### src/qls_pkg.sv
// Shared types and constants for the quoted line splitter.
// No dependencies; imported by qls_out_fifo and quoted_line_splitter.
`default_nettype none

package qls_pkg;

   // Longest line the block will ever pass before cutting it
   localparam int LINE_MAX = 4096;
   // Line byte counter must hold LINE_MAX itself
   localparam int CNT_W    = $clog2(LINE_MAX + 1);
   // Width of the max_line_len register
   localparam int MLL_W    = 13;
   // Width used to compare counter and limit
   localparam int CMP_W    = (CNT_W > MLL_W) ? CNT_W : MLL_W;

   // Result queue depth; one input word may push two results
   localparam int FIFO_DEPTH = 4;
   localparam int FIFO_AW    = $clog2(FIFO_DEPTH);

   // Byte codes
   localparam logic [7:0] CH_QUOTE  = 8'h22;
   localparam logic [7:0] CH_BSLASH = 8'h5C;
   localparam logic [7:0] CH_CR     = 8'h0D;
   localparam logic [7:0] CH_LF     = 8'h0A;

   // Configuration register indexes
   localparam logic [1:0] CSR_SEPARATOR    = 2'd0;
   localparam logic [1:0] CSR_QUOTE_MODE   = 2'd1;
   localparam logic [1:0] CSR_MAX_LINE_LEN = 2'd2;

   // Reset values of the configuration registers
   localparam logic [7:0]       SEPARATOR_RST    = CH_LF;
   localparam logic [MLL_W-1:0] MAX_LINE_LEN_RST = MLL_W'(4096);

   typedef enum logic [1:0] {
      CAUSE_SEP   = 2'd0,
      CAUSE_LIMIT = 2'd1,
      CAUSE_EOD   = 2'd2
   } cause_type;

   typedef struct packed {
      logic [7:0] out_byte;
      logic       has_byte;
      logic       line_end;
      cause_type  end_cause;
   } result_type;

   // Results produced by one input word, in delivery order
   typedef struct packed {
      logic [1:0] count;
      result_type first;
      result_type second;
   } push_type;

endpackage

`default_nettype wire

### src/quoted_line_splitter.sv
// Top level of the quoted line splitter: per-byte line logic, state and
// configuration registers. Depends on qls_pkg and qls_out_fifo.
// Results go through a four-deep result queue to rsp. Throughput: one byte per
// cycle while two queue slots are free; a byte may yield two words, which
// drain at one word per cycle while rsp_tready is high.
// Reset: synchronous; clears line state, empties the queue and restores
// separator LF, quote mode off and a line limit of 4096.
`default_nettype none

module quoted_line_splitter
   import qls_pkg::*;
(
   input  wire logic        clock,
   input  wire logic        reset,
   // req_tdata: [7:0] data_byte
   input  wire logic        req_tvalid,
   output logic             req_tready,
   input  wire logic [7:0]  req_tdata,
   input  wire logic        req_tlast,   // end_of_data
   // rsp_tdata: [7:0] out_byte
   output logic             rsp_tvalid,
   input  wire logic        rsp_tready,
   output logic [7:0]       rsp_tdata,
   output logic             rsp_tlast,   // line_end
   // rsp_tuser: [0] has_byte, [2:1] end_cause
   output logic [2:0]       rsp_tuser,
   input  wire logic        csr_we,
   input  wire logic [1:0]  csr_index,
   input  wire logic [MLL_W-1:0] csr_wdata
);

   // configuration
   logic [7:0]       separator_ff;
   logic             quote_mode_ff;
   logic [MLL_W-1:0] max_line_len_ff;

   // line state
   logic             in_quote_ff,   in_quote_in;
   logic [7:0]       prev_raw_ff,   prev_raw_in;
   logic             prev_valid_ff, prev_valid_in;
   logic             cr_held_ff,    cr_held_in;
   logic [CNT_W-1:0] line_count_ff, line_count_in;

   logic             accept;
   logic             room_two;
   push_type         push;
   result_type       out_word;

   logic [7:0]       b;
   logic             eod;
   logic [CMP_W-1:0] lim;
   logic             crrule;
   logic             escaped;
   logic             sep_match;
   logic             quoted;
   logic             sep_end;
   logic             flush_cr;
   logic             merge_cr;
   logic             hold_cr;
   logic [CNT_W-1:0] cnt_new;
   logic             line_stop;
   cause_type        stop_cause;
   logic             a_valid;
   logic             b_valid;
   logic             b_present;
   result_type       res_a;
   result_type       res_b;

   assign b          = req_tdata;
   assign eod        = req_tlast;
   assign req_tready = room_two && !reset;
   assign accept     = req_tvalid && req_tready;

   // clamp the line limit to 1..LINE_MAX
   always_comb begin
      if (max_line_len_ff == '0) begin
         lim = CMP_W'(1);
      end else if (CMP_W'(max_line_len_ff) > CMP_W'(LINE_MAX)) begin
         lim = CMP_W'(LINE_MAX);
      end else begin
         lim = CMP_W'(max_line_len_ff);
      end
   end

   // per-byte decisions
   always_comb begin
      crrule      = (separator_ff == CH_LF);
      escaped     = prev_valid_ff && (prev_raw_ff == CH_BSLASH);
      in_quote_in = in_quote_ff ^ (quote_mode_ff && (b == CH_QUOTE) && !escaped);
      sep_match   = (b == separator_ff);
      quoted      = quote_mode_ff && in_quote_in;
      sep_end     = sep_match && !quoted;
      // held CR goes out as a plain byte once LF is no longer the separator
      flush_cr    = cr_held_ff && !crrule;
      merge_cr    = cr_held_ff && crrule;

      // count: a separator is not counted and drops a held CR; other bytes count
      if (sep_match) begin
         if (merge_cr && line_count_ff != '0) begin
            cnt_new = line_count_ff - CNT_W'(1);
         end else begin
            cnt_new = line_count_ff;
         end
      end else begin
         cnt_new = line_count_ff + CNT_W'(1);
      end

      hold_cr   = !sep_match && crrule && (b == CH_CR) && !eod && (CMP_W'(cnt_new) < lim);
      a_valid   = flush_cr || (merge_cr && !sep_match);
      b_valid   = sep_end || (!sep_match && !hold_cr);
      line_stop = !sep_end && (eod || (CMP_W'(cnt_new) >= lim));
      stop_cause = eod ? CAUSE_EOD : CAUSE_LIMIT;
      b_present = b_valid || (line_stop && !a_valid);

      // CR slot
      res_a.out_byte  = CH_CR;
      res_a.has_byte  = 1'b1;
      res_a.line_end  = line_stop && !b_valid;
      res_a.end_cause = (line_stop && !b_valid) ? stop_cause : CAUSE_SEP;

      // main slot: byte, separator or empty end marker
      res_b.out_byte  = b_valid ? b : 8'h00;
      res_b.has_byte  = b_valid;
      res_b.line_end  = sep_end || line_stop;
      res_b.end_cause = line_stop ? stop_cause : CAUSE_SEP;

      // next state
      prev_raw_in   = b;
      prev_valid_in = !eod;
      cr_held_in    = hold_cr && !line_stop;
      if (sep_end || line_stop) begin
         line_count_in = '0;
      end else begin
         line_count_in = cnt_new;
      end
   end

   // hand results to the queue in order
   always_comb begin
      push.count  = 2'd0;
      push.first  = res_b;
      push.second = res_b;
      if (accept) begin
         push.count = 2'(a_valid) + 2'(b_present);
         if (a_valid) begin
            push.first = res_a;
         end
      end
   end

   // configuration writes
   always_ff @(posedge clock) begin
      if (reset) begin
         separator_ff    <= SEPARATOR_RST;
         quote_mode_ff   <= 1'b0;
         max_line_len_ff <= MAX_LINE_LEN_RST;
      end else if (csr_we) begin
         case (csr_index)
            CSR_SEPARATOR:    separator_ff    <= csr_wdata[7:0];
            CSR_QUOTE_MODE:   quote_mode_ff   <= csr_wdata[0];
            CSR_MAX_LINE_LEN: max_line_len_ff <= csr_wdata;
            default: ;
         endcase
      end
   end

   // line state advances on each accepted word
   always_ff @(posedge clock) begin
      if (reset) begin
         in_quote_ff   <= 1'b0;
         prev_raw_ff   <= 8'h00;
         prev_valid_ff <= 1'b0;
         cr_held_ff    <= 1'b0;
         line_count_ff <= '0;
      end else if (accept) begin
         in_quote_ff   <= in_quote_in;
         prev_raw_ff   <= prev_raw_in;
         prev_valid_ff <= prev_valid_in;
         cr_held_ff    <= cr_held_in;
         line_count_ff <= line_count_in;
      end
   end

   qls_out_fifo u_out_fifo (
      .clock     (clock),
      .reset     (reset),
      .push      (push),
      .room_two  (room_two),
      .out_valid (rsp_tvalid),
      .out_ready (rsp_tready),
      .out_word  (out_word)
   );

   assign rsp_tdata = out_word.out_byte;
   assign rsp_tlast = out_word.line_end;
   assign rsp_tuser = {out_word.end_cause, out_word.has_byte};

   // a held CR is always counted in the current line
   assert property (@(posedge clock) disable iff (reset)
      cr_held_ff |-> (line_count_ff != '0))
      else $error("held CR with empty line count");

   // line count stays below the hard limit
   assert property (@(posedge clock) disable iff (reset)
      CMP_W'(line_count_ff) < CMP_W'(LINE_MAX))
      else $error("line count reached hard limit");

   // an end-of-data word leaves no previous byte and no held CR
   assert property (@(posedge clock) disable iff (reset)
      (accept && eod) |=> (!prev_valid_ff && !cr_held_ff && line_count_ff == '0))
      else $error("state not cleared after end of data");

endmodule

`default_nettype wire

### src/qls_out_fifo.sv
// Result queue of the quoted line splitter: takes up to two results per
// cycle and delivers one per cycle while out_ready is high. Depends on qls_pkg.
`default_nettype none

module qls_out_fifo
   import qls_pkg::*;
(
   input  wire logic       clock,
   input  wire logic       reset,
   input  wire push_type   push,
   output logic            room_two,
   output logic            out_valid,
   input  wire logic       out_ready,
   output result_type      out_word
);

   result_type               mem_ff [FIFO_DEPTH];
   logic [FIFO_AW-1:0]       wr_ptr_ff, wr_ptr_in;
   logic [FIFO_AW-1:0]       rd_ptr_ff, rd_ptr_in;
   logic [FIFO_AW:0]         count_ff, count_in;
   logic                     pop;
   logic [FIFO_AW-1:0]       wr_next;

   assign out_valid = (count_ff != '0);
   assign out_word  = mem_ff[rd_ptr_ff];
   assign pop       = out_valid && out_ready;
   assign room_two  = (count_ff <= (FIFO_AW+1)'(FIFO_DEPTH - 2));
   assign wr_next   = wr_ptr_ff + FIFO_AW'(1);

   // advance pointers and fill level
   always_comb begin
      wr_ptr_in = wr_ptr_ff + FIFO_AW'(push.count);
      rd_ptr_in = rd_ptr_ff + FIFO_AW'(pop);
      count_in  = count_ff + (FIFO_AW+1)'(push.count) - (FIFO_AW+1)'(pop);
   end

   always_ff @(posedge clock) begin
      if (reset) begin
         wr_ptr_ff <= '0;
         rd_ptr_ff <= '0;
         count_ff  <= '0;
      end else begin
         wr_ptr_ff <= wr_ptr_in;
         rd_ptr_ff <= rd_ptr_in;
         count_ff  <= count_in;
      end
   end

   // store results; payload needs no reset
   always_ff @(posedge clock) begin
      if (push.count != 2'd0) begin
         mem_ff[wr_ptr_ff] <= push.first;
      end
      if (push.count == 2'd2) begin
         mem_ff[wr_next] <= push.second;
      end
   end

   // fill level never passes the depth
   assert property (@(posedge clock) disable iff (reset)
      count_ff <= (FIFO_AW+1)'(FIFO_DEPTH))
      else $error("result queue over depth");

   // a push never overflows the queue
   assert property (@(posedge clock) disable iff (reset)
      (push.count != 2'd0) |-> (32'(count_ff) + 32'(push.count) <= 32'(FIFO_DEPTH)))
      else $error("result queue overflow");

   // a pop empties nothing that was empty
   assert property (@(posedge clock) disable iff (reset)
      (count_ff == '0 && push.count == 2'd0) |=> (count_ff == '0))
      else $error("result queue count underflow");

endmodule

`default_nettype wire
### config.mk
export PLATFORM = sky130hd
export DESIGN_NAME = quoted_line_splitter
export DESIGN_NICKNAME = d
export VERILOG_FILES = /design/src/qls_pkg.sv /design/src/quoted_line_splitter.sv /design/src/qls_out_fifo.sv
export SDC_FILE = /design/constraint.sdc
export NUM_CORES = 1
export LEC_CHECK = 0
export ABC_CLOCK_PERIOD_IN_PS = 6730
export BUFFER_PORTS_ARGS = -buffer_cell sky130_fd_sc_hd__buf_2
export CORE_MARGIN = 4
export CORE_UTILIZATION = 45
export CTS_CLUSTER_DIAMETER = 40
export DETAILED_ROUTE_END_ITERATION = 16
export GPL_ROUTABILITY_DRIVEN = 0
export GPL_TIMING_DRIVEN = 0
export SKIP_CTS_REPAIR_TIMING = 1
export SLEW_MARGIN = 5
export SYNTH_ARGS = -nofsm -noshare
export SYNTH_HDL_FRONTEND = slang
export SYNTH_SLANG_ARGS = --single-unit
### constraint.sdc
create_clock -name clock -period 6.73 [get_ports clock]
set_input_delay 0.3365 -clock clock [delete_from_list [all_inputs] [get_ports clock]]
set_output_delay 0.3365 -clock clock [all_outputs]
set_load 0.03 [all_outputs]
==> results of run 1 <==
[Yosys cell counts (5+ instances only)]
| cell type | n | area, um^2 |
|---|---|---|
| nand2_1 | 82 | 308 |
| dfxtp_1 | 53 | 1060 |
| edfxtp_1 | 48 | 1440 |
| a21oi_1 | 38 | 190 |
| nor2_1 | 31 | 116 |
| clkbuf_1 | 22 | 82.6 |
| o211a_1 | 22 | 220 |
| xnor2_1 | 22 | 193 |
| ha_1 | 20 | 250 |
| inv_1 | 17 | 63.8 |
| a31oi_1 | 14 | 87.6 |
| a21o_1 | 13 | 97.6 |
| mux2i_1 | 12 | 120 |
| mux4_2 | 12 | 270 |
| nor2b_1 | 9 | 56.3 |
| o21ai_0 | 9 | 45.0 |
| and2_1 | 7 | 43.8 |
| nand2b_1 | 7 | 43.8 |
| nor4_1 | 7 | 43.8 |
| or4_1 | 7 | 52.6 |
| buf_2 | 6 | 30.0 |
| nor3_1 | 6 | 30.0 |
| nand3_1 | 5 | 25.0 |
| nand4_1 | 5 | 31.3 |
| or3_1 | 5 | 31.3 |
[path summary, 6_finish.rpt]
path / from / to / slack (ns)
setup / recovery: separator_ff[1] / u_out_fifo.count_ff[2] / 1.33
hold / removal: csr_wdata[12] / max_line_len_ff[12] / 0.18
hold reg to reg: prev_raw_ff[0] / prev_raw_ff[0] / 0.46
setup reg to reg: separator_ff[1] / u_out_fifo.count_ff[2] / 1.33
[placed cells by master, fill, tap and decap left out, types with 3 or more instances in the layout]
cell type and n:
mux2i_1 12, dfxtp_1 53, or4_1 7, ha_1 20
nor4_1 7, xnor2_1 22, buf_2 40, buf_6 4
nor3_1 6, o31a_1 4, nand3_1 5, nand2_1 82
edfxtp_1 48, or3_1 5, a21boi_0 4, bufinv_16 3
nand4_1 5, o21ai_0 9, o211a_1 22, nand2b_1 7
nor2b_1 9, mux4_2 12, a21o_1 13, o2111ai_1 3
a41oi_1 3, clkbuf_1 22, buf_1 4, a22o_1 4
a211o_1 4, inv_1 17, clkbuf_16 9, nor2_1 31
a21oi_1 38, o22ai_2 3, and2_1 7, a31oi_1 14
[routing by layer]
metal,track usage [%],up-vias
li1,-,2162
met5,0,-
met4,9.81,0
met2,34.7,104
met1,24.8,2155
met3,3.53,34
[worst max-delay path, stage by stage, from the launching register on]
cell and delay [ns]:
dfxtp_1 0.39, nor4b_1 0.46, nand3_1 0.31, a21o_1 0.28, o41ai_1 0.63, xnor2_1 0.20, ha_1 0.24, a211oi_1 0.20
o21ai_0 0.17, a2111oi_2 0.39, nand2_1 0.23, and2_1 0.19, buf_2 0.15, buf_6 0.15, a21oi_1 0.27, ha_1 0.19
inv_1 0.05, fa_1 0.38, xnor2_1 0.20, xnor2_1 0.14, nor2_1 0.06
[kinds of logic (layout without fill, tap and decap cells)]
kind of cell | count (synthesis) | in the layout | synth area share, %
other | 0 | 1 | 0
XOR/XNOR | 24 | 24 | 3.73
adder cells (fa/ha/maj) | 21 | 21 | 4.80
AND/OR/NAND/NOR | 187 | 187 | 16.6
flip-flops | 101 | 101 | 44.5
buffers and inverters | 54 | 105 | 4.22
multiplexers | 25 | 25 | 7.34
AO/OA/AOI/OAI | 143 | 143 | 18.8
[cell type report]
| class | instances | area, um^2 |
|---|---|---|
| fillers | 1144 | 5720 |
| multi-input cells | 400 | 2910 |
| flip-flops and latches | 101 | 2500 |
| clock buffers | 10 | 239 |
| well taps | 168 | 210 |
| repair buffers | 35 | 181 |
| plain buffers | 37 | 174 |
| clock inverters | 6 | 109 |
| inverters | 17 | 63.8 |
| diodes | 1 | 2.50 |
[power by group]
| part | switching (mW) | total (mW) | internal, mW |
|---|---|---|---|
| Combinational | 0.244 | 0.401 | 0.156 |
| Sequential | 0.0251 | 0.707 | 0.682 |
| Clock | 0.234 | 0.607 | 0.374 |
[metrics by stage]
stage | std cells | hold slack [ns] | power (mW)
2_1_floorplan | 555 | 0.431 | 1.02
3_3_place_gp | 757 | 0.441 | 1.11
3_5_place_dp | 758 | 0.451 | 1.12
4_1_cts | 774 | 0.177 | 1.73
5_1_grt | 774 | 0.177 | 1.80
6_report | 775 | 0.181 | 1.71
[registers in the layout, indices dropped and copies added (netlist names)]
register	count
u_out_fifo.mem_ff	48
line_count_ff	13
max_line_len_ff	13
prev_raw_ff	8
separator_ff	8
u_out_fifo.count_ff	3
u_out_fifo.rd_ptr_ff	2
u_out_fifo.wr_ptr_ff	2
cr_held_ff	1
in_quote_ff	1
prev_valid_ff	1
quote_mode_ff	1
==> results.tsv, run 1 <==
metric	value	unit
outcome	finished, final reports clean	
core	0.0121	mm^2
placed_area	0.00603	mm^2
drive_gt1_share	15.0	%
grt_overflow	0	
avgSynthCellArea	10.1	um^2
synth_edf_count	48	
grt_pass1_vias	4440	
worst_slew_pin_slew	0.951	ns
clk_latency	0.36	ns
crit_fanout	10	
ys_seq_elements	101	
synth_fp_nets	605	
cp.required	6.95	ns
clock.fmax	185	MHz
dp_slack	1.03	ns
ant_nets	0	
vias	4455	
yosys_most_used_dff	dfxtp_1	
grt_pass1_wl	22.7	mm
cts_tree	yes	
wl_met2	6.88	mm
synth_cells	555	
rsz0062_at_grt	no	
wl_met3	617	um
slew_headroom	36.6	%
synth.distinct_cells	69	
detail_route.wl_per_cell	18.0	um
drcViolationCount	0	
finalWirelength	13.9	mm
leakage	2.36	nW
cap_violations	0	
min_period	5.40	ns
numPortBuffers	34	
cts_buffers	9	
crit_type	flip-flop to flip-flop	
met1_length	5.99	mm
antenna_found_initial	0	
arrival	5.63	ns
die_w	120	um
reg2reg_depth	20	
synth_area	0.00563	mm^2
fin_util	52.8	%
syn2layout_area_growth	13.5	%
cts-root-buf	clkbuf_16	
first_iter_violations	318	
finalMaxSlewViolations	0	
fin_crit_sh	80.3	%
worstHoldPathType	input port to flip-flop	
num_rows	40	
async_reset_ff_share	0	%
start_util	46.5	%
fin_nets	651	
end_kind	flip-flop	
h-tree-depth	3	
dr.pass1.iters	4	
ir_drop	0.000104	V
tns	0	ns
hold_viol	0	
ios	43	
yosysSeqAreaShare	44.5	%
power_density	268	mW/mm^2
cp-start-kind	flip-flop	
cts.clk_slew.worst_paths	0.07	ns
viasPerCell	5.75	
cts_sinks	101	
ys_warn_count	0	
topRoutingLayerUsed	met4	
clock_path_buffers	2	
grt_usage	20.3	%
hold_path_depth	2	
fin_area	0.00639	mm^2
finalClockSkew	0.00953	ns
grt_max_degree	17	
setup_viol	0	
dp_hpwl	10.4	mm
die_h	120	um
die_area	0.0144	mm^2
timing.final.ws_setup	1.33	ns
No activity file was read; power rests on OpenSTA's default activity.
==> run 2, diff against run 1 <==
- ABC_AREA: not set -> 1
- ABC_CLOCK_PERIOD_IN_PS: 6730 -> 4600
- clock period: 6.73 -> 4.6 ns (I/O delays scaled with it)
==> results.tsv, run 2 <==
metric	value	unit	change
timing.final.ws_setup	0.247	ns	-1.08 ns
synth_top_cell_area_share	24.0	%	-1.6 points
dp_hpwl	11.8	mm	+13%
yosysTopAreaCell	edfxtp_1		
pwr-share-comb	28.7	%	+5.3 points
synth_cells	804		+45%
slew_headroom	39.3	%	+2.7 points
die_h	123	um	+3.0%
intPower	1.67	mW	+38%
worst-path-buf-inv	7		+4
p_sw	903	uW	+79%
fin_crit_sh	94.6	%	+14 points
numPortBuffers	40		+18%
cts_tree	yes		
reg_top3	u_out_fifo.mem_ff (48), line_count_ff (13), max_line_len_ff (13)		
finalWirelength	15.4	mm	+11%
fin_nets	908		+39%
start_util	46.8	%	+0.31 points
placedCellCount	1016		+34%
synth_area	0.00600	mm^2	+6.6%
use_met2	36.2	%	+1.5 points
fin_area	0.00684	mm^2	+7.1%
tns	0	ns	unchanged
seqPwrFrac	40.8	%	-0.4 points
ir_drop	0.000243	V	+130%
busiest_layer	met2		
synth.most_common_cell	nand2_1		
ios	43		unchanged
stdcell_count	1035		+34%
dp_slack	-0.314	ns	-1.34 ns
power_density	376	mW/mm^2	+40%
p_total	2.57	mW	+50%
crit_top_cell	nand2_1		
min_period	4.35	ns	-1.05 ns
synth_fp_nets	854		+41%
ant_nets	0		unchanged
worst_slew_pin_slew	0.907	ns	-0.0439 ns
synth_edf_count	48		unchanged
grt_max_degree	19		+2
synth.distinct_cells	36		-48%
cts-root-buf	clkbuf_16		
finalMaxSlewViolations	0		unchanged
cts.clk_slew.worst_paths	0.07	ns	about the same
path_delay_family	simple AND/OR/NAND/NOR gates		
yosysSeqAreaShare	41.7	%	-2.8 points
antenna_found_initial	0		unchanged
first_iter_violations	278		-13%
dr.pass1.iters	4		unchanged
setup_viol	0		unchanged
yosys-top-cells-count	nand2_1 (179), inv_1 (104), nor2_1 (88)		
arrival	4.64	ns	-0.99 ns
top_register	u_out_fifo.mem_ff		
clock_path_buffers	2		unchanged
grt_pass1_vias	5122		+15%
cp_slowest_stage_delay	0.43	ns	-0.20 ns
viasPerCell	5.18		-9.9%
detail_route.wl_per_cell	14.9	um	-17%
core	0.0128	mm^2	+5.9%
met3_usage	3.80	%	+0.26 points
outcome	finished, final reports clean		
grt_overflow	0		unchanged
placed_area	0.00642	mm^2	+6.3%
cts_buffers	9		unchanged
async_reset_ff_share	0	%	unchanged
ys_warn_count	0		unchanged
ys_seq_elements	101		unchanged
final_common_cell	nand2_1		
leakage	3.05	nW	+29%
clock.fmax	230	MHz	+24%
largest_register_ffs	48		unchanged
die_w	123	um	+3.0%
grt_use_met1	27.5	%	+2.6 points
vias	5362		+20%
fillers	1247		+9.0%
power_frac_clock	30.6	%	-4.8 points
cap_violations	0		unchanged
switching_share	35.1	%	+5.8 points
layout_common_cells	nand2_1 (173), inv_1 (103), nor2_1 (84)		
crit_type	flip-flop to flip-flop		
cp-start-kind	flip-flop		
die_area	0.0152	mm^2	+6.1%
grt_usage	21.3	%	+0.95 points
cp_slowest_cell	fa_1		
yosys_most_used_dff	dfxtp_1		
grt_pass1_wl	25.0	mm	+10%
clk_latency	0.36	ns	about the same
synthTopCellsByArea	edfxtp_1 (24%), dfxtp_1 (18%), nand2_1 (11%)		
avgSynthCellArea	7.46	um^2	-26%
cts_sinks	101		unchanged
hold_viol	0		unchanged
h-tree-depth	3		unchanged
num_rows	41		+2.5%
syn2layout_area_growth	14.0	%	
cp.required	4.88	ns	-2.07 ns
crit_fanout	10		unchanged
worstHoldPathType	input port to flip-flop		
antenna_cells	0		-1
end_kind	flip-flop		
drive_gt1_share	14.8	%	-0.18 points
drcViolationCount	0		unchanged
finalClockSkew	0.0132	ns	+0.00362 ns
## run 2: cell count changes after synthesis, moves of 12 or more
cell and delta:
a21o_1 -13, a31oi_1 -14, xor2_1 +12, mux2i_1 -12, nor2_1 +57, o211ai_1 +22, nand3_1 +49, mux4_2 -12
o211a_1 -22, inv_1 +87, o21ai_0 +57, xnor2_1 -13, o21ai_1 +12, nand2_1 +97
## run 2: through the flow
| step | utilization, % | hold WS [ns] |
|---|---|---|
| after global placement | 50.0 | 0.452 |
| after CTS | 52.4 | 0.0894 |
| after floorplan | - | 0.320 |
| after detailed placement | 50.0 | 0.456 |
| after global routing | 53.4 | 0.108 |
| final | 53.4 | 0.0951 |
## run 2: kinds of logic (layout without fill, tap and decap cells)
family,after synthesis,in the layout,share of synthesized area (%)
AO/OA/AOI/OAI,144,144,13.4
AND/OR/NAND/NOR,366,366,26.7
XOR/XNOR,23,23,3.36
adder cells (fa/ha/maj),21,21,4.50
flip-flops,101,101,41.7
buffers and inverters,149,208,10.3
## run 2: power groups by stage
| stage | Combinational (mW) | Sequential [mW] | Clock, mW |
|---|---|---|---|
| floorplan | 0.521 | 1.06 | 0 |
| global placement | 0.708 | 1.07 | 0 |
| detailed placement | 0.725 | 1.07 | 0 |
| CTS | 0.727 | 1.05 | 0.799 |
| global route | 0.828 | 1.06 | 0.840 |
| finish | 0.737 | 1.05 | 0.786 |
## run 2: layer usage
metal	vias up	part of all wire [%]
met3	21	5.8
met1	2451	45
met5	-	0
li1	2744	-
met2	146	47
met4	0	1.5
## run 2: area by class of cell
class	instances	area, um^2	area share [%]
plain buffers	37	198	2.89
clock buffers	9	225	3.29
clock inverters	7	78.8	1.15
inverters	112	433	6.33
multi-input cells	554	2970	43.4
flip-flops and latches	101	2500	36.6
well taps	172	215	3.14
repair buffers	43	223	3.25
## run 2: worst register-to-register path, delay by kind of cell (launching register included)
| family | cells | cell delay, ns |
|---|---|---|
| XOR/XNOR | 1 | 0.16 |
| flip-flops | 1 | 0.34 |
| adder cells (fa/ha/maj) | 4 | 1.21 |
| AO/OA/AOI/OAI | 2 | 0.17 |
| AND/OR/NAND/NOR | 16 | 1.62 |
| buffers and inverters | 7 | 0.79 |
## run 2: final timing paths
path	start	end	slack, ns	depth (start not counted)
hold / removal	csr_wdata[12]	max_line_len_ff[12]	0.1	3
hold reg to reg	prev_raw_ff[6]	prev_raw_ff[6]	0.48	2
setup / recovery	line_count_ff[0]	u_out_fifo.count_ff[2]	0.25	30
setup reg to reg	line_count_ff[0]	u_out_fifo.count_ff[2]	0.25	30
==> run 3, diff against run 2 <==
- ABC_CLOCK_PERIOD_IN_PS: 4600 -> 4000
- clock period: 4.6 -> 4 ns (I/O delays scaled with it)
==> results.tsv, run 3 (synthesis results as in run 2) <==
metric	value	unit	change
outcome	finished, final reports clean		
fin_nets	928		+2.2%
slew_headroom	37.9	%	-1.4 points
finalWirelength	16.1	mm	+4.4%
multi_input_area	0.00319	mm^2	+7.5%
clock.fmax	252	MHz	+9.7%
grt_pass1_wl	25.0	mm	about the same
worstHoldPathType	input port to flip-flop		
dr.pass1.iters	6		+2
cts_sinks	101		unchanged
clock_path_buffers	2		unchanged
final_common_cell	nand2_1		
layout_common_cells	nand2_1 (163), inv_1 (96), nor2_1 (76)		
crit_fanout	6		-4
grt_usage	21.2	%	-0.083 points
grt_overflow	0		unchanged
grt_pass1_vias	5064		-1.1%
die_h	123	um	unchanged
setup_viol	0		unchanged
finalClockSkew	0.0116	ns	-0.00154 ns
hold_ws	0.0671	ns	-0.0280 ns
ir_drop	0.000181	V	-26%
power_density	425	mW/mm^2	+13%
vias	5520		+2.9%
core	0.0128	mm^2	unchanged
finalMaxSlewViolations	0		unchanged
leakage	3.17	nW	+3.9%
fin_util	56.6	%	+3.2 points
start_util	46.8	%	unchanged
first_iter_violations	266		-4.3%
tns	0	ns	unchanged
h-tree-depth	3		unchanged
syn2layout_area_growth	21.0	%	
fillers	1223		-1.9%
viasPerCell	5.24		+1.1%
cts.clk_slew.worst_paths	0.07	ns	about the same
worst_slew_pin_slew	0.928	ns	+0.0211 ns
num_rows	41		unchanged
die_area	0.0152	mm^2	unchanged
grt_max_degree	17		-2
clk_latency	0.35	ns	about the same
cts-root-buf	clkbuf_16		
hold_viol	0		unchanged
drive_gt1_share	21.1	%	+6.3 points
regArea	0.00251	mm^2	+0.15%
largest_register_ffs	48		unchanged
crit_type	flip-flop to flip-flop		
die_w	123	um	unchanged
arrival	4.26	ns	-0.38 ns
cp-start-kind	flip-flop		
grt_use_met1	27.3	%	-0.15 points
cp_slowest_stage_delay	0.35	ns	-0.08 ns
detail_route.wl_per_cell	15.3	um	+2.5%
top_register	u_out_fifo.mem_ff		
cp_slowest_cell	fa_2		
antenna_cells	0		unchanged
cts_tree	yes		
numPortBuffers	40		unchanged
end_kind	flip-flop		
met3_usage	3.29	%	-0.50 points
cp.required	4.29	ns	-0.59 ns
cap_violations	0		unchanged
ant_nets	0		unchanged
antenna_found_initial	0		unchanged
busiest_layer	met2		
rsz0062_at_grt	yes		
fin_crit_sh	99.2	%	+4.6 points
dp_hpwl	11.8	mm	about the same
drcViolationCount	0		unchanged
cts_buffers	9		unchanged
use_met2	36.2	%	about the same
ios	43		unchanged
min_period	3.97	ns	-0.384 ns
reg_top3	u_out_fifo.mem_ff (48), line_count_ff (13), max_line_len_ff (13)		
-- run 3: path summary, 6_finish.rpt --
path / start / depth (start not counted) / endpoint / slack (ns)
min: csr_wdata[12] / 3 / max_line_len_ff[12] / 0.07
max reg2reg: line_count_ff[0] / 28 / u_out_fifo.count_ff[2] / 0.03
min reg2reg: prev_raw_ff[5] / 2 / prev_raw_ff[5] / 0.49
max: line_count_ff[0] / 28 / u_out_fifo.count_ff[2] / 0.03
-- run 3: power breakdown --
group	switching (mW)	internal, mW
logic	0.627	0.309
clock network	0.395	0.545
registers	0.0438	1.16
-- run 3: area by class of cell --
cell class                      instances  area share [%]
Multi-Input combinational cell        554            43.9
Inverter                              112            6.03
Sequential cell                       101            34.5
Clock buffer                            9            3.10
Tap cell                              172            2.96
Clock inverter                          6            1.19
Timing Repair Buffer                   64            5.34
Buffer                                 36            2.90
-- run 3: worst max-delay path, delay by kind of cell (launching register included) --
| kind | cells | cell delay [ns] |
|---|---|---|
| AND/OR/NAND/NOR | 12 | 1.23 |
| adder cells (fa/ha/maj) | 4 | 0.94 |
| buffers and inverters | 7 | 0.65 |
| AO/OA/AOI/OAI | 4 | 0.57 |
| flip-flops | 1 | 0.33 |
| XOR/XNOR | 1 | 0.16 |
-- run 3: metrics by stage --
step	std cells	worst slack [ns]	area [um^2]	power (mW)
6_report	1054	0.0315	7260	3.08
5_1_grt	1054	-0.176	7260	3.26
4_1_cts	1031	-0.807	6730	3.00
3_5_place_dp	1016	-0.783	6420	2.07
3_3_place_gp	1016	-0.637	6420	2.04
2_1_floorplan	804	0.00156	6000	1.81
-- run 3: metal layers --
| metal | routed length, um | share of wire [%] | up-vias |
|---|---|---|---|
| met2 | 7920 | 49 | 153 |
| met1 | 7000 | 43 | 2567 |
| li1 | - | - | 2781 |
| met5 | 0 | 0 | - |
| met4 | 257 | 1.6 | 0 |
| met3 | 930 | 5.8 | 19 |
